===== src/sv/spmt_pkg.sv =====
package spmt_pkg;

    localparam int VADDR_W    = 15;
    localparam int COUNT_W    = 16;
    localparam int ADDR_W     = 20;
    localparam int BASE_W     = 10;
    localparam int SIZE_W     = 6;
    localparam int CFG_IDX_W  = 3;
    localparam int CFG_DATA_W = 10;
    // Page index width covering the largest supported map of 64 pages.
    localparam int PIDX_W     = 6;
    localparam int FIFO_DEPTH = 2;

    localparam logic [CFG_IDX_W-1:0] REG_TEXT_BASE_PAGE  = 3'd0;
    localparam logic [CFG_IDX_W-1:0] REG_IMAGE_BASE_PAGE = 3'd1;
    localparam logic [CFG_IDX_W-1:0] REG_TEXT_PAGES      = 3'd2;
    localparam logic [CFG_IDX_W-1:0] REG_DATA_PAGES      = 3'd3;
    localparam logic [CFG_IDX_W-1:0] REG_STACK_PAGES     = 3'd4;

    typedef struct packed {
        logic [BASE_W-1:0] text_base_page;
        logic [BASE_W-1:0] image_base_page;
        logic [SIZE_W-1:0] text_pages;
        logic [SIZE_W-1:0] data_pages;
        logic [SIZE_W-1:0] stack_pages;
    } cfg_t;

    typedef struct packed {
        logic [VADDR_W-1:0] vaddr;
        logic [PIDX_W-1:0]  first_page;
        logic [PIDX_W-1:0]  last_page;
        logic               first_in_map;
        logic               nonempty;
        logic               fits;
    } job_t;

endpackage


===== src/sv/segment_page_map_translator.sv =====
// Translates a virtual word address and word count through a page map that is
// derived on the fly from five segment registers (text, data after the u-area,
// and stack pages, with stack winning on overlap). Each transfer on the input
// side yields one result transfer with the physical address of the first word,
// whether the whole range is mapped, and the range's physical address when its
// pages are physically contiguous. The back end walks the pages the range spans
// (up to NUM_PAGES) one per cycle through a single page lookup; empty ranges
// and ranges that run past the map skip the walk. A two-entry queue between
// the input side and the page walker lets new queries be taken while a result
// waits on the output. Configuration registers must only be written while no
// query is in flight.
module segment_page_map_translator #(
    parameter int NUM_PAGES        = 32,
    parameter int PAGE_SHIFT       = 10,
    parameter int STACK_FIRST_PAGE = 24,
    parameter int UAREA_PAGES      = 1,
    parameter int PHYS_PAGE_BITS   = 10
) (
    input  logic                               clk,
    input  logic                               rst_n,
    input  logic                               cfg_we,
    input  logic [spmt_pkg::CFG_IDX_W-1:0]     cfg_index,
    input  logic [spmt_pkg::CFG_DATA_W-1:0]    cfg_data,
    input  logic                               in_valid,
    output logic                               in_stall,
    input  logic [spmt_pkg::VADDR_W-1:0]       vaddr,
    input  logic [spmt_pkg::COUNT_W-1:0]       count,
    output logic                               out_valid,
    input  logic                               out_stall,
    output logic [spmt_pkg::ADDR_W-1:0]        phys_addr,
    output logic                               range_mapped,
    output logic [spmt_pkg::ADDR_W-1:0]        contig_addr
);

    spmt_pkg::cfg_t cfg_reg;
    spmt_pkg::cfg_t cfg_next;
    spmt_pkg::job_t front_job;
    spmt_pkg::job_t back_job;
    logic           push;
    logic           pop;
    logic           fifo_full;
    logic           fifo_empty;

    always_comb
    begin
        cfg_next = cfg_reg;
        if (cfg_we)
        begin
            case (cfg_index)
                spmt_pkg::REG_TEXT_BASE_PAGE:
                begin
                    cfg_next.text_base_page = cfg_data[spmt_pkg::BASE_W-1:0];
                end
                spmt_pkg::REG_IMAGE_BASE_PAGE:
                begin
                    cfg_next.image_base_page = cfg_data[spmt_pkg::BASE_W-1:0];
                end
                spmt_pkg::REG_TEXT_PAGES:
                begin
                    cfg_next.text_pages = cfg_data[spmt_pkg::SIZE_W-1:0];
                end
                spmt_pkg::REG_DATA_PAGES:
                begin
                    cfg_next.data_pages = cfg_data[spmt_pkg::SIZE_W-1:0];
                end
                spmt_pkg::REG_STACK_PAGES:
                begin
                    cfg_next.stack_pages = cfg_data[spmt_pkg::SIZE_W-1:0];
                end
                default:
                begin
                    cfg_next = cfg_reg;
                end
            endcase
        end
    end

    always_ff @(posedge clk or negedge rst_n)
    begin
        if (!rst_n)
        begin
            cfg_reg <= '0;
        end
        else
        begin
            cfg_reg <= cfg_next;
        end
    end

    spmt_front #(
        .NUM_PAGES  (NUM_PAGES),
        .PAGE_SHIFT (PAGE_SHIFT)
    ) u_front (
        .in_valid  (in_valid),
        .in_stall  (in_stall),
        .vaddr     (vaddr),
        .count     (count),
        .fifo_full (fifo_full),
        .push      (push),
        .job       (front_job)
    );

    spmt_fifo u_fifo (
        .clk      (clk),
        .rst_n    (rst_n),
        .push     (push),
        .data_in  (front_job),
        .full     (fifo_full),
        .pop      (pop),
        .empty    (fifo_empty),
        .data_out (back_job)
    );

    spmt_back #(
        .PAGE_SHIFT       (PAGE_SHIFT),
        .STACK_FIRST_PAGE (STACK_FIRST_PAGE),
        .UAREA_PAGES      (UAREA_PAGES),
        .PHYS_PAGE_BITS   (PHYS_PAGE_BITS)
    ) u_back (
        .clk          (clk),
        .rst_n        (rst_n),
        .cfg          (cfg_reg),
        .fifo_empty   (fifo_empty),
        .job          (back_job),
        .pop          (pop),
        .out_valid    (out_valid),
        .out_stall    (out_stall),
        .phys_addr    (phys_addr),
        .range_mapped (range_mapped),
        .contig_addr  (contig_addr)
    );

endmodule


===== src/sv/spmt_front.sv =====
module spmt_front #(
    parameter int NUM_PAGES  = 32,
    parameter int PAGE_SHIFT = 10
) (
    input  logic                           in_valid,
    output logic                           in_stall,
    input  logic [spmt_pkg::VADDR_W-1:0]   vaddr,
    input  logic [spmt_pkg::COUNT_W-1:0]   count,
    input  logic                           fifo_full,
    output logic                           push,
    output spmt_pkg::job_t                 job
);

    localparam int SUM_W   = spmt_pkg::COUNT_W + 1;
    localparam int LIMIT_W = PAGE_SHIFT + 7;
    localparam int CMP_W   = (LIMIT_W > SUM_W) ? LIMIT_W : SUM_W;
    localparam logic [CMP_W-1:0] LIMIT = CMP_W'(NUM_PAGES) << PAGE_SHIFT;

    logic [SUM_W-1:0] end_addr;
    logic [SUM_W-1:0] last_addr;
    logic [SUM_W-1:0] first_full;
    logic [SUM_W-1:0] last_full;

    assign end_addr   = SUM_W'(vaddr) + SUM_W'(count);
    assign last_addr  = end_addr - SUM_W'(1);
    assign first_full = SUM_W'(vaddr) >> PAGE_SHIFT;
    assign last_full  = last_addr >> PAGE_SHIFT;

    always_comb
    begin
        job.vaddr        = vaddr;
        job.first_page   = first_full[spmt_pkg::PIDX_W-1:0];
        job.last_page    = last_full[spmt_pkg::PIDX_W-1:0];
        job.first_in_map = first_full < SUM_W'(NUM_PAGES);
        job.nonempty     = count != '0;
        job.fits         = CMP_W'(end_addr) <= LIMIT;
    end

    assign in_stall = fifo_full;
    assign push     = in_valid && !fifo_full;

endmodule


===== src/sv/spmt_fifo.sv =====
module spmt_fifo (
    input  logic           clk,
    input  logic           rst_n,
    input  logic           push,
    input  spmt_pkg::job_t data_in,
    output logic           full,
    input  logic           pop,
    output logic           empty,
    output spmt_pkg::job_t data_out
);

    localparam int DEPTH  = spmt_pkg::FIFO_DEPTH;
    localparam int PTR_W  = (DEPTH > 1) ? $clog2(DEPTH) : 1;
    localparam int CNT_W  = $clog2(DEPTH + 1);
    localparam logic [PTR_W-1:0] LAST_PTR = PTR_W'(DEPTH - 1);

    spmt_pkg::job_t   mem [DEPTH];
    logic [PTR_W-1:0] wr_ptr_reg;
    logic [PTR_W-1:0] wr_ptr_next;
    logic [PTR_W-1:0] rd_ptr_reg;
    logic [PTR_W-1:0] rd_ptr_next;
    logic [CNT_W-1:0] cnt_reg;
    logic [CNT_W-1:0] cnt_next;

    assign full     = cnt_reg == CNT_W'(DEPTH);
    assign empty    = cnt_reg == '0;
    assign data_out = mem[rd_ptr_reg];

    always_comb
    begin
        wr_ptr_next = wr_ptr_reg;
        rd_ptr_next = rd_ptr_reg;
        cnt_next    = cnt_reg;
        if (push)
        begin
            wr_ptr_next = (wr_ptr_reg == LAST_PTR) ? '0 : wr_ptr_reg + PTR_W'(1);
        end
        if (pop)
        begin
            rd_ptr_next = (rd_ptr_reg == LAST_PTR) ? '0 : rd_ptr_reg + PTR_W'(1);
        end
        if (push && !pop)
        begin
            cnt_next = cnt_reg + CNT_W'(1);
        end
        else if (pop && !push)
        begin
            cnt_next = cnt_reg - CNT_W'(1);
        end
    end

    always_ff @(posedge clk)
    begin
        if (push)
        begin
            mem[wr_ptr_reg] <= data_in;
        end
    end

    always_ff @(posedge clk or negedge rst_n)
    begin
        if (!rst_n)
        begin
            wr_ptr_reg <= '0;
            rd_ptr_reg <= '0;
            cnt_reg    <= '0;
        end
        else
        begin
            wr_ptr_reg <= wr_ptr_next;
            rd_ptr_reg <= rd_ptr_next;
            cnt_reg    <= cnt_next;
        end
    end

endmodule


===== src/sv/spmt_back.sv =====
module spmt_back #(
    parameter int PAGE_SHIFT       = 10,
    parameter int STACK_FIRST_PAGE = 24,
    parameter int UAREA_PAGES      = 1,
    parameter int PHYS_PAGE_BITS   = 10
) (
    input  logic                          clk,
    input  logic                          rst_n,
    input  spmt_pkg::cfg_t                cfg,
    input  logic                          fifo_empty,
    input  spmt_pkg::job_t                job,
    output logic                          pop,
    output logic                          out_valid,
    input  logic                          out_stall,
    output logic [spmt_pkg::ADDR_W-1:0]   phys_addr,
    output logic                          range_mapped,
    output logic [spmt_pkg::ADDR_W-1:0]   contig_addr
);

    localparam int PIDX_W = spmt_pkg::PIDX_W;
    localparam int ADDR_W = spmt_pkg::ADDR_W;
    localparam int VA_W   = spmt_pkg::VADDR_W;
    localparam int SUM_W  = 18;
    localparam int FULL_W = PHYS_PAGE_BITS + PAGE_SHIFT;
    localparam int EXP_W  = PHYS_PAGE_BITS + 1;

    typedef enum logic [3:0] {
        ST_IDLE = 4'b0001,
        ST_LOAD = 4'b0010,
        ST_WALK = 4'b0100,
        ST_OUT  = 4'b1000
    } state_t;

    function automatic logic [PHYS_PAGE_BITS-1:0] page_entry(
        input spmt_pkg::cfg_t    c,
        input logic [PIDX_W-1:0] v
    );
        logic [PIDX_W:0] soff;
        logic [PIDX_W:0] doff;
        logic [SUM_W-1:0] dbase;
        logic [SUM_W-1:0] sum;
        logic in_stack;
        logic in_data;
        logic in_text;
        soff     = {1'b0, v} - (PIDX_W+1)'(STACK_FIRST_PAGE);
        doff     = {1'b0, v} - {1'b0, c.text_pages};
        in_stack = ({1'b0, v} >= (PIDX_W+1)'(STACK_FIRST_PAGE))
                   && (soff < {1'b0, c.stack_pages});
        in_data  = (v >= c.text_pages) && (doff < {1'b0, c.data_pages});
        in_text  = v < c.text_pages;
        dbase    = SUM_W'(c.image_base_page) + SUM_W'(UAREA_PAGES);
        if (in_stack)
        begin
            sum = dbase + SUM_W'(c.data_pages) + SUM_W'(soff);
        end
        else if (in_data)
        begin
            sum = dbase + SUM_W'(doff);
        end
        else if (in_text)
        begin
            sum = SUM_W'(c.text_base_page) + SUM_W'(v);
        end
        else
        begin
            sum = '0;
        end
        return sum[PHYS_PAGE_BITS-1:0];
    endfunction

    state_t                    state_reg;
    state_t                    state_next;
    spmt_pkg::job_t            job_reg;
    spmt_pkg::job_t            job_next;
    logic [PIDX_W-1:0]         v_reg;
    logic [PIDX_W-1:0]         v_next;
    logic [PIDX_W-1:0]         off_reg;
    logic [PIDX_W-1:0]         off_next;
    logic [PHYS_PAGE_BITS-1:0] ppn_reg;
    logic [PHYS_PAGE_BITS-1:0] ppn_next;
    logic                      mapped_reg;
    logic                      mapped_next;
    logic                      contig_reg;
    logic                      contig_next;

    logic [PHYS_PAGE_BITS-1:0] entry;
    logic [EXP_W-1:0]          expected;
    logic [VA_W+PAGE_SHIFT-1:0] va_ext;
    logic [ADDR_W+FULL_W-1:0]  phys_wide;
    logic [ADDR_W-1:0]         phys;

    assign entry     = page_entry(cfg, v_reg);
    assign expected  = EXP_W'(ppn_reg) + EXP_W'(off_reg);
    assign va_ext    = {{PAGE_SHIFT{1'b0}}, job_reg.vaddr};
    assign phys_wide = {{ADDR_W{1'b0}}, ppn_reg, va_ext[PAGE_SHIFT-1:0]};
    assign phys      = (ppn_reg == '0) ? '0 : phys_wide[ADDR_W-1:0];

    assign out_valid    = state_reg == ST_OUT;
    assign phys_addr    = phys;
    assign range_mapped = mapped_reg;
    assign contig_addr  = (job_reg.nonempty && mapped_reg && contig_reg) ? phys : '0;

    always_comb
    begin
        state_next  = state_reg;
        job_next    = job_reg;
        v_next      = v_reg;
        off_next    = off_reg;
        ppn_next    = ppn_reg;
        mapped_next = mapped_reg;
        contig_next = contig_reg;
        pop         = 1'b0;
        case (state_reg)
            ST_IDLE:
            begin
                if (!fifo_empty)
                begin
                    pop         = 1'b1;
                    job_next    = job;
                    v_next      = job.first_page;
                    off_next    = '0;
                    mapped_next = 1'b1;
                    contig_next = 1'b1;
                    state_next  = ST_LOAD;
                end
            end
            ST_LOAD:
            begin
                ppn_next = job_reg.first_in_map ? entry : '0;
                if (job_reg.nonempty && job_reg.fits)
                begin
                    state_next = ST_WALK;
                end
                else
                begin
                    mapped_next = !job_reg.nonempty;
                    state_next  = ST_OUT;
                end
            end
            ST_WALK:
            begin
                if (entry == '0)
                begin
                    mapped_next = 1'b0;
                end
                if ({1'b0, entry} != expected)
                begin
                    contig_next = 1'b0;
                end
                if (v_reg == job_reg.last_page)
                begin
                    state_next = ST_OUT;
                end
                else
                begin
                    v_next   = v_reg + PIDX_W'(1);
                    off_next = off_reg + PIDX_W'(1);
                end
            end
            ST_OUT:
            begin
                if (!out_stall)
                begin
                    state_next = ST_IDLE;
                end
            end
            default:
            begin
                state_next = ST_IDLE;
            end
        endcase
    end

    always_ff @(posedge clk)
    begin
        job_reg    <= job_next;
        v_reg      <= v_next;
        off_reg    <= off_next;
        ppn_reg    <= ppn_next;
        mapped_reg <= mapped_next;
        contig_reg <= contig_next;
    end

    always_ff @(posedge clk or negedge rst_n)
    begin
        if (!rst_n)
        begin
            state_reg <= ST_IDLE;
        end
        else
        begin
            state_reg <= state_next;
        end
    end

`ifndef SYNTHESIS
    a_contig_implies_mapped: assert property (@(posedge clk) disable iff (!rst_n)
        out_valid && contig_addr != '0 |-> range_mapped && contig_addr == phys_addr)
        else $error("contiguous address given for an unmapped range");

    a_walk_bound: assert property (@(posedge clk) disable iff (!rst_n)
        state_reg == ST_WALK |-> v_reg <= job_reg.last_page)
        else $error("page walk ran past the last page");

    a_walk_offset: assert property (@(posedge clk) disable iff (!rst_n)
        state_reg == ST_WALK |-> v_reg == job_reg.first_page + off_reg)
        else $error("page walk offset out of step with page index");

    a_walk_only_in_map: assert property (@(posedge clk) disable iff (!rst_n)
        state_reg == ST_WALK |-> job_reg.nonempty && job_reg.fits)
        else $error("page walk started for an empty or oversized range");

    a_unmapped_nonempty: assert property (@(posedge clk) disable iff (!rst_n)
        out_valid && !range_mapped |-> job_reg.nonempty)
        else $error("empty range reported as unmapped");
`endif

endmodule

===== config.mk =====
export PLATFORM = sky130hd
export DESIGN_NAME = segment_page_map_translator
export DESIGN_NICKNAME = d
export VERILOG_FILES = /design/src/sv/spmt_pkg.sv /design/src/sv/segment_page_map_translator.sv /design/src/sv/spmt_front.sv /design/src/sv/spmt_fifo.sv /design/src/sv/spmt_back.sv
export SDC_FILE = /design/constraint.sdc
export NUM_CORES = 1
export LEC_CHECK = 0
export BUFFER_PORTS_ARGS = -buffer_cell sky130_fd_sc_hd__clkbuf_2
export CAP_MARGIN = 15
export CORE_MARGIN = 3
export CORE_UTILIZATION = 25
export CTS_CLUSTER_DIAMETER = 150
export CTS_CLUSTER_SIZE = 8
export DETAILED_ROUTE_END_ITERATION = 16
export PLACE_DENSITY = 0.49
export REMOVE_ABC_BUFFERS = 1
export SYNTH_ARGS = -nofsm -noshare
export SYNTH_HDL_FRONTEND = slang
export SYNTH_HIERARCHICAL = 1
export SYNTH_SLANG_ARGS = --single-unit

===== constraint.sdc =====
create_clock -name clk -period 5.06 [get_ports clk]
set_input_delay 1.012 -clock clk [delete_from_list [all_inputs] [get_ports clk]]
set_output_delay 1.012 -clock clk [all_outputs]
set_load 0.02 [all_outputs]

==> summary.md, run 1 <==
| Metric | Value |
|---|---|
| Outcome | `finished clean` |
| IO Pins | `92` |
| Commonest cells after routing, fill and taps aside | `93 x edfxtp_1, 91 x clkbuf_2, 65 x ha_1` |
| Unrepaired setup endpoints after global routing | `false` |
| CTS max path bufs | `2` |
| Slew @ Worst Pin | `1130 ps` |
| Pre-CTS setup slack | `786 ps` |
| Row Count | `71` |
| Wire length on met1 | `11700 um` |
| WP data arrival | `4440 ps` |
| Fin crit share | `85.6%` |
| Min-delay worst type | `flop to flop` |
| DR top layer | `met4` |
| Final setup viols | `0` |
| Clk slew on worst S/H paths | `70 ps` |
| Core ar. | `0.0380 mm2` |
| Static leakage | `0.00450 uW` |
| CP Class | `flop to flop` |
| Non-filler instance count after layout | `1494` |
| CTS resizes | `0` |
| Routed len/inst | `16.5 um` |
| Antenna-violating nets left | `0` |
| Nature of the critical path endpoint | `flop` |
| Via count | `6936` |
| DR vias/cell | `4.64` |
| Die Span Y | `203 um` |
| CTS tree | `done` |
| Worst Slack Setup Final | `726 ps` |
| Post-Syn Area | `0.00974 mm2` |
| Post-route minimum period | `4330 ps` |
| Maximum vdd ir drop | `0.274 mV` |
| Post-CTS Setup Repair Bufs | `0` |
| Dpl cells | `1462` |
| Critical Path Fanout Max | `18` |
| Drt drc | `0` |
| Final Hold Fails | `0` |
| Maximum clock rate | `231 MHz` |
| YS warnings | `6` |
| Worst EP required | `5170 ps` |
| PortBufs | `91` |
| First-pass GRT wire length | `39400 um` |
| Crit path launch type | `flop` |
| Layout cells sized above 1 | `23.0%` |
| Final wirelength | `24600 um` |
| Total gr overflow | `0` |
| Initial Util | `25.6%` |
| Pre-antenna DRT Iters | `7` |
| Worst skew pair latency | `430 ps` |
| Fin nets | `1096` |
| Slew HR | `23.8%` |
| Largest net degree at the start of global routing | `47` |
| Fin. max-slew vios | `0` |
| DIE AREA | `0.0414 mm2` |
| Post-Synthesis Mean Instance Area | `10.8 um2` |
| Antenna Cells | `0` |
| Num CTS Buffers | `17` |
| Max Clock Skew | `6.57 ps` |
| Initial antenna violation count | `0` |
| H-tree levels | `4` |
| Detailed Route Iter0 Violations | `362` |
| Die Width | `203 um` |
| Vias in the first global route | `6963` |
| Hold_buf cts | `0` |
| DR WL met2 | `11800 um` |
| Total negative setup slack | `0 ps` |
| Post-DP HPWL | `19200 um` |
| Routed met3 length | `626 um` |
| Max reg flops | `50` |
| GPL Wtd Cong | `0.850` |
| Gr usage total | `12.1%` |
| Synth Instances | `903` |
| Most common cell after layout, fill and taps aside | `edfxtp_1` |
| # clock sinks | `139` |
| Layout area overhead | `15.0%` |
| Clk root buf | `clkbuf_16` |
| Max Cap Viol | `0` |
| Pwr Density | `745 mW/mm2` |
final timing paths:
kind	start	end	slack, ps	cells after the start
max	u_back/v_reg[0]$_DFFE_PP_	u_back/range_mapped$_DFFE_PP_	730	16
min	u_fifo/cnt_reg[1]$_DFFE_PN0P_	u_fifo/cnt_reg[1]$_DFFE_PN0P_	490	1
max reg2reg	u_back/v_reg[0]$_DFFE_PP_	u_back/range_mapped$_DFFE_PP_	730	16
min reg2reg	u_fifo/cnt_reg[1]$_DFFE_PN0P_	u_fifo/cnt_reg[1]$_DFFE_PN0P_	490	1
max in group asynchronous	rst_n	cfg_reg[37]$_DFFE_PN0P_	3940	2
min in group asynchronous	rst_n	cfg_reg[32]$_DFFE_PN0P_	690	2
layout make-up:
class	count	area (um2)
clock inverters	14	175
repair buffers	101	531
multi-input cells	659	5290
inverters	52	195
clock buffers	18	429
fillers	4017	26800
flip-flops and latches	139	3950
well taps	511	639
routing by layer:
layer | vias up | global-route usage (%)
met5 | - | 0
met4 | 0 | 3.91
met3 | 23 | 1.87
met2 | 120 | 20.1
met1 | 3363 | 16.3
li1 | 3430 | -
report_power, final:
part	switching [uW]	total, uW	internal [uW]
registers	313	2030	1720
logic	2880	5010	2120
clock network	554	1310	751
total	3750	8340	4590
critical path: stages, from the launching register on:
cell and delay (ps):
edfxtp_1 550, inv_1 150, ha_1 200, inv_1 70, fa_1 420, a21o_1 170
a21oi_1 170, xnor2_1 200, ha_1 290, nand2_1 70, o32a_1 170, nand3_2 340
mux2i_1 410, nand4_1 150, a21boi_0 200, nand4_1 130, a211oi_1 320
stage by stage:
stage               cell area [um2]  utilization, %  power [uW]  hold slack [ps]
finish                        11200            29.5        8340              491
detailed placement            10600            27.9        7050              482
floorplan                      9420               -        5690              455
global placement              10600            27.9        7060              483
CTS                           11200            29.5        8400              492
global route                  11200            29.5        9060              509
Power figures use the tool's default switching activity.
==> run 2: changes to the inputs <==
--- a/config.mk
+++ b/config.mk
@@ -5,7 +5,7 @@
 export SDC_FILE = /design/constraint.sdc
 export NUM_CORES = 1
 export LEC_CHECK = 0
-export BUFFER_PORTS_ARGS = -buffer_cell sky130_fd_sc_hd__clkbuf_2
+export BUFFER_PORTS_ARGS = -buffer_cell sky130_fd_sc_hd__buf_2
 export CAP_MARGIN = 15
 export CORE_MARGIN = 3
 export CORE_UTILIZATION = 25
==> run 2 against run 1 <==
Utilization hardly changed. Die area unchanged. Sequential cell count stayed put. Wire length decreased by 0.17%. Global-route usage down 0.19 points. Non-clock buffer count unchanged. Critical path depth fell by 2. Clock skew grew 6.2 ps. Clock-buffer cell count fell by 1. Worst setup slack lost 100 ps. Total power fell by 0.48%. Largest power group unchanged. Highest routed layer unchanged.
==> summary.md, run 2 (same netlist as run 1, synthesis figures left out) <==
| Metric | Value |
|---|---|
| Outcome | `finished clean` |
| # clock sinks | `139 (unchanged)` |
| Initial antenna violation count | `0 (unchanged)` |
| Commonest cells after routing, fill and taps aside | `93 x edfxtp_1, 91 x buf_2, 65 x ha_1` |
| Hold_buf cts | `0 (unchanged)` |
| Reg2Reg Setup Slack | `630 ps (-100 ps)` |
| GPL Wtd Cong | `0.852 (+0.25%)` |
| Pre-CTS setup slack | `736 ps (-49.8 ps)` |
| Post-DP HPWL | `19300 um (+0.10%)` |
| Largest net degree at the start of global routing | `47 (unchanged)` |
| Drt drc | `0 (unchanged)` |
| Antenna-violating nets left | `0 (unchanged)` |
| Power, Total | `8300 uW (-0.48%)` |
| Min-delay worst type | `flop to flop` |
| Layout area overhead | `14.9% (about the same)` |
| Initial Util | `25.6% (unchanged)` |
| Clk slew on worst S/H paths | `70 ps (about the same)` |
| Hold Slack | `499 ps (+7.78 ps)` |
| Pre-antenna DRT Iters | `4 (-3)` |
| CTS max path bufs | `2 (unchanged)` |
| Pwr Density | `742 mW/mm2 (-0.39%)` |
| Total negative setup slack | `0 ps (unchanged)` |
| Final Hold Fails | `0 (unchanged)` |
| Worst skew pair latency | `430 ps (about the same)` |
| CTS tree | `done` |
| PortBufs | `91 (unchanged)` |
| Slew HR | `27.7% (+3.9 points)` |
| Max Clock Skew | `12.8 ps (+6.20 ps)` |
| Fin crit share | `87.6% (+2.0 points)` |
| Via count | `6910 (-0.37%)` |
| Max reg flops | `50 (unchanged)` |
| Final setup viols | `0 (unchanged)` |
| Clk root buf | `clkbuf_16` |
| First-pass GRT wire length | `38700 um (-1.7%)` |
| Slew @ Worst Pin | `1080 ps (-52.2 ps)` |
| Post-layout util | `29.4% (about the same)` |
| Antenna Cells | `0 (unchanged)` |
| Die Span Y | `203 um (unchanged)` |
| Core ar. | `0.0380 mm2 (unchanged)` |
| Static leakage | `0.00450 uW (about the same)` |
| Post-CTS Setup Repair Bufs | `0 (unchanged)` |
| Final wirelength | `24600 um (-0.17%)` |
| CTS resizes | `0 (unchanged)` |
| Max Cap Viol | `0 (unchanged)` |
| Critical Path Fanout Max | `18 (unchanged)` |
| Total gr overflow | `0 (unchanged)` |
| Critical path destination | `u_back/range_mapped$_DFFE_PP_` |
| Fin. max-slew vios | `0 (unchanged)` |
| Worst Slack Setup Final | `626 ps (-100 ps)` |
| Most common cell after layout, fill and taps aside | `edfxtp_1` |
| Gr usage total | `12.0% (-0.19 points)` |
| DR vias/cell | `4.63 (-0.37%)` |
| WP data arrival | `4550 ps (+110 ps)` |
| Maximum clock rate | `226 MHz (-2.3%)` |
| Fill cell total of the finished layout | `4045 (+0.70%)` |
| CP Class | `flop to flop` |
| RR Startpoint | `u_back/v_reg[0]$_DFFE_PP_` |
| Fin nets | `1096 (unchanged)` |
| Layout cells sized above 1 | `23.1% (+0.10 points)` |
| Routed len/inst | `16.4 um (-0.17%)` |
| H-tree levels | `4 (unchanged)` |
| Worst setup startpoint | `u_back/v_reg[0]$_DFFE_PP_` |
| Num CTS Buffers | `17 (unchanged)` |
| IO Pins | `92 (unchanged)` |
| DIE AREA | `0.0414 mm2 (unchanged)` |
| FF-to-FF path depth | `14 (-2)` |
| Row Count | `71 (unchanged)` |
| Crit path launch type | `flop` |
| Vias in the first global route | `6856 (-1.5%)` |
| Worst r2r dst | `u_back/range_mapped$_DFFE_PP_` |
| Nature of the critical path endpoint | `flop` |
| Die Width | `203 um (unchanged)` |
| Worst EP required | `5170 ps (about the same)` |
| Post-route minimum period | `4430 ps (+100 ps)` |
| Unrepaired setup endpoints after global routing | `false` |
| Maximum vdd ir drop | `0.294 mV (+7.4%)` |
| Detailed Route Iter0 Violations | `422 (+17%)` |
run 2: cell count changes in the layout (fill, tap and decap cells not counted), sizes merged:
cell      change
buf          +91
bufinv        -1
clkbuf       -92
clkinv        +4
clkinvlp      -2
run 2: layout make-up:
cell class / count / area, um2 / area share (%)
clock buffer: 17 / 425 / 3.80
clock inverter: 15 / 169 / 1.51
inverter: 52 / 195 / 1.74
multi-input combinational: 659 / 5290 / 47.3
sequential: 139 / 3950 / 35.2
tap: 511 / 639 / 5.71
timing repair buffer: 101 / 531 / 4.74
run 2: how the worst min path moves through the flow:
| stage | from | slack, ps | to | depth (start not counted) |
|---|---|---|---|---|
| floorplan | u_fifo/wr_ptr_reg$_DFFE_PN0P_ | 460 | u_fifo/wr_ptr_reg$_DFFE_PN0P_ | 1 |
| global placement | u_fifo/cnt_reg[1]$_DFFE_PN0P_ | 480 | u_fifo/cnt_reg[1]$_DFFE_PN0P_ | 1 |
| detailed placement | u_fifo/cnt_reg[1]$_DFFE_PN0P_ | 480 | u_fifo/cnt_reg[1]$_DFFE_PN0P_ | 1 |
| CTS | u_fifo/cnt_reg[1]$_DFFE_PN0P_ | 490 | u_fifo/cnt_reg[1]$_DFFE_PN0P_ | 1 |
| global route | u_fifo/cnt_reg[1]$_DFFE_PN0P_ | 510 | u_fifo/cnt_reg[1]$_DFFE_PN0P_ | 1 |
| finish | u_fifo/cnt_reg[1]$_DFFE_PN0P_ | 500 | u_fifo/cnt_reg[1]$_DFFE_PN0P_ | 1 |
run 2: stage by stage:
step | area (um2) | instances
detailed placement | 10600 | 1462
CTS | 11200 | 1494
global route | 11200 | 1494
finish | 11200 | 1494
global placement | 10600 | 1462
floorplan | 9420 | 850
run 2: report_power, final:
| part | leakage [uW] | internal (uW) | total [uW] | switching (uW) |
|---|---|---|---|---|
| Sequential | 0.00142 | 1720 | 2030 | 307 |
| Clock | 0.000296 | 705 | 1260 | 552 |
| Combinational | 0.00278 | 2130 | 5020 | 2890 |
run 2: routing by layer:
| metal | vias to the layer above | track usage, % | wire length [um] |
|---|---|---|---|
| li1 | 3433 | - | - |
| met1 | 3353 | 16.3 | 12000 |
| met2 | 104 | 19.7 | 11700 |
| met3 | 20 | 1.79 | 558 |
| met4 | 0 | 3.54 | 369 |
| met5 | - | 0 | 0 |
run 2: critical path, cell delays in order, from the launching register on:
cell and delay (ps):
edfxtp_1 550, inv_1 140, ha_1 180, inv_1 60, fa_1 420, xor2_1 220
ha_1 220, a2111oi_0 440, o32a_1 270, nand3_2 340, mux2i_1 440, nand4_1 130
a21boi_0 220, nand4_1 160, a211oi_1 330
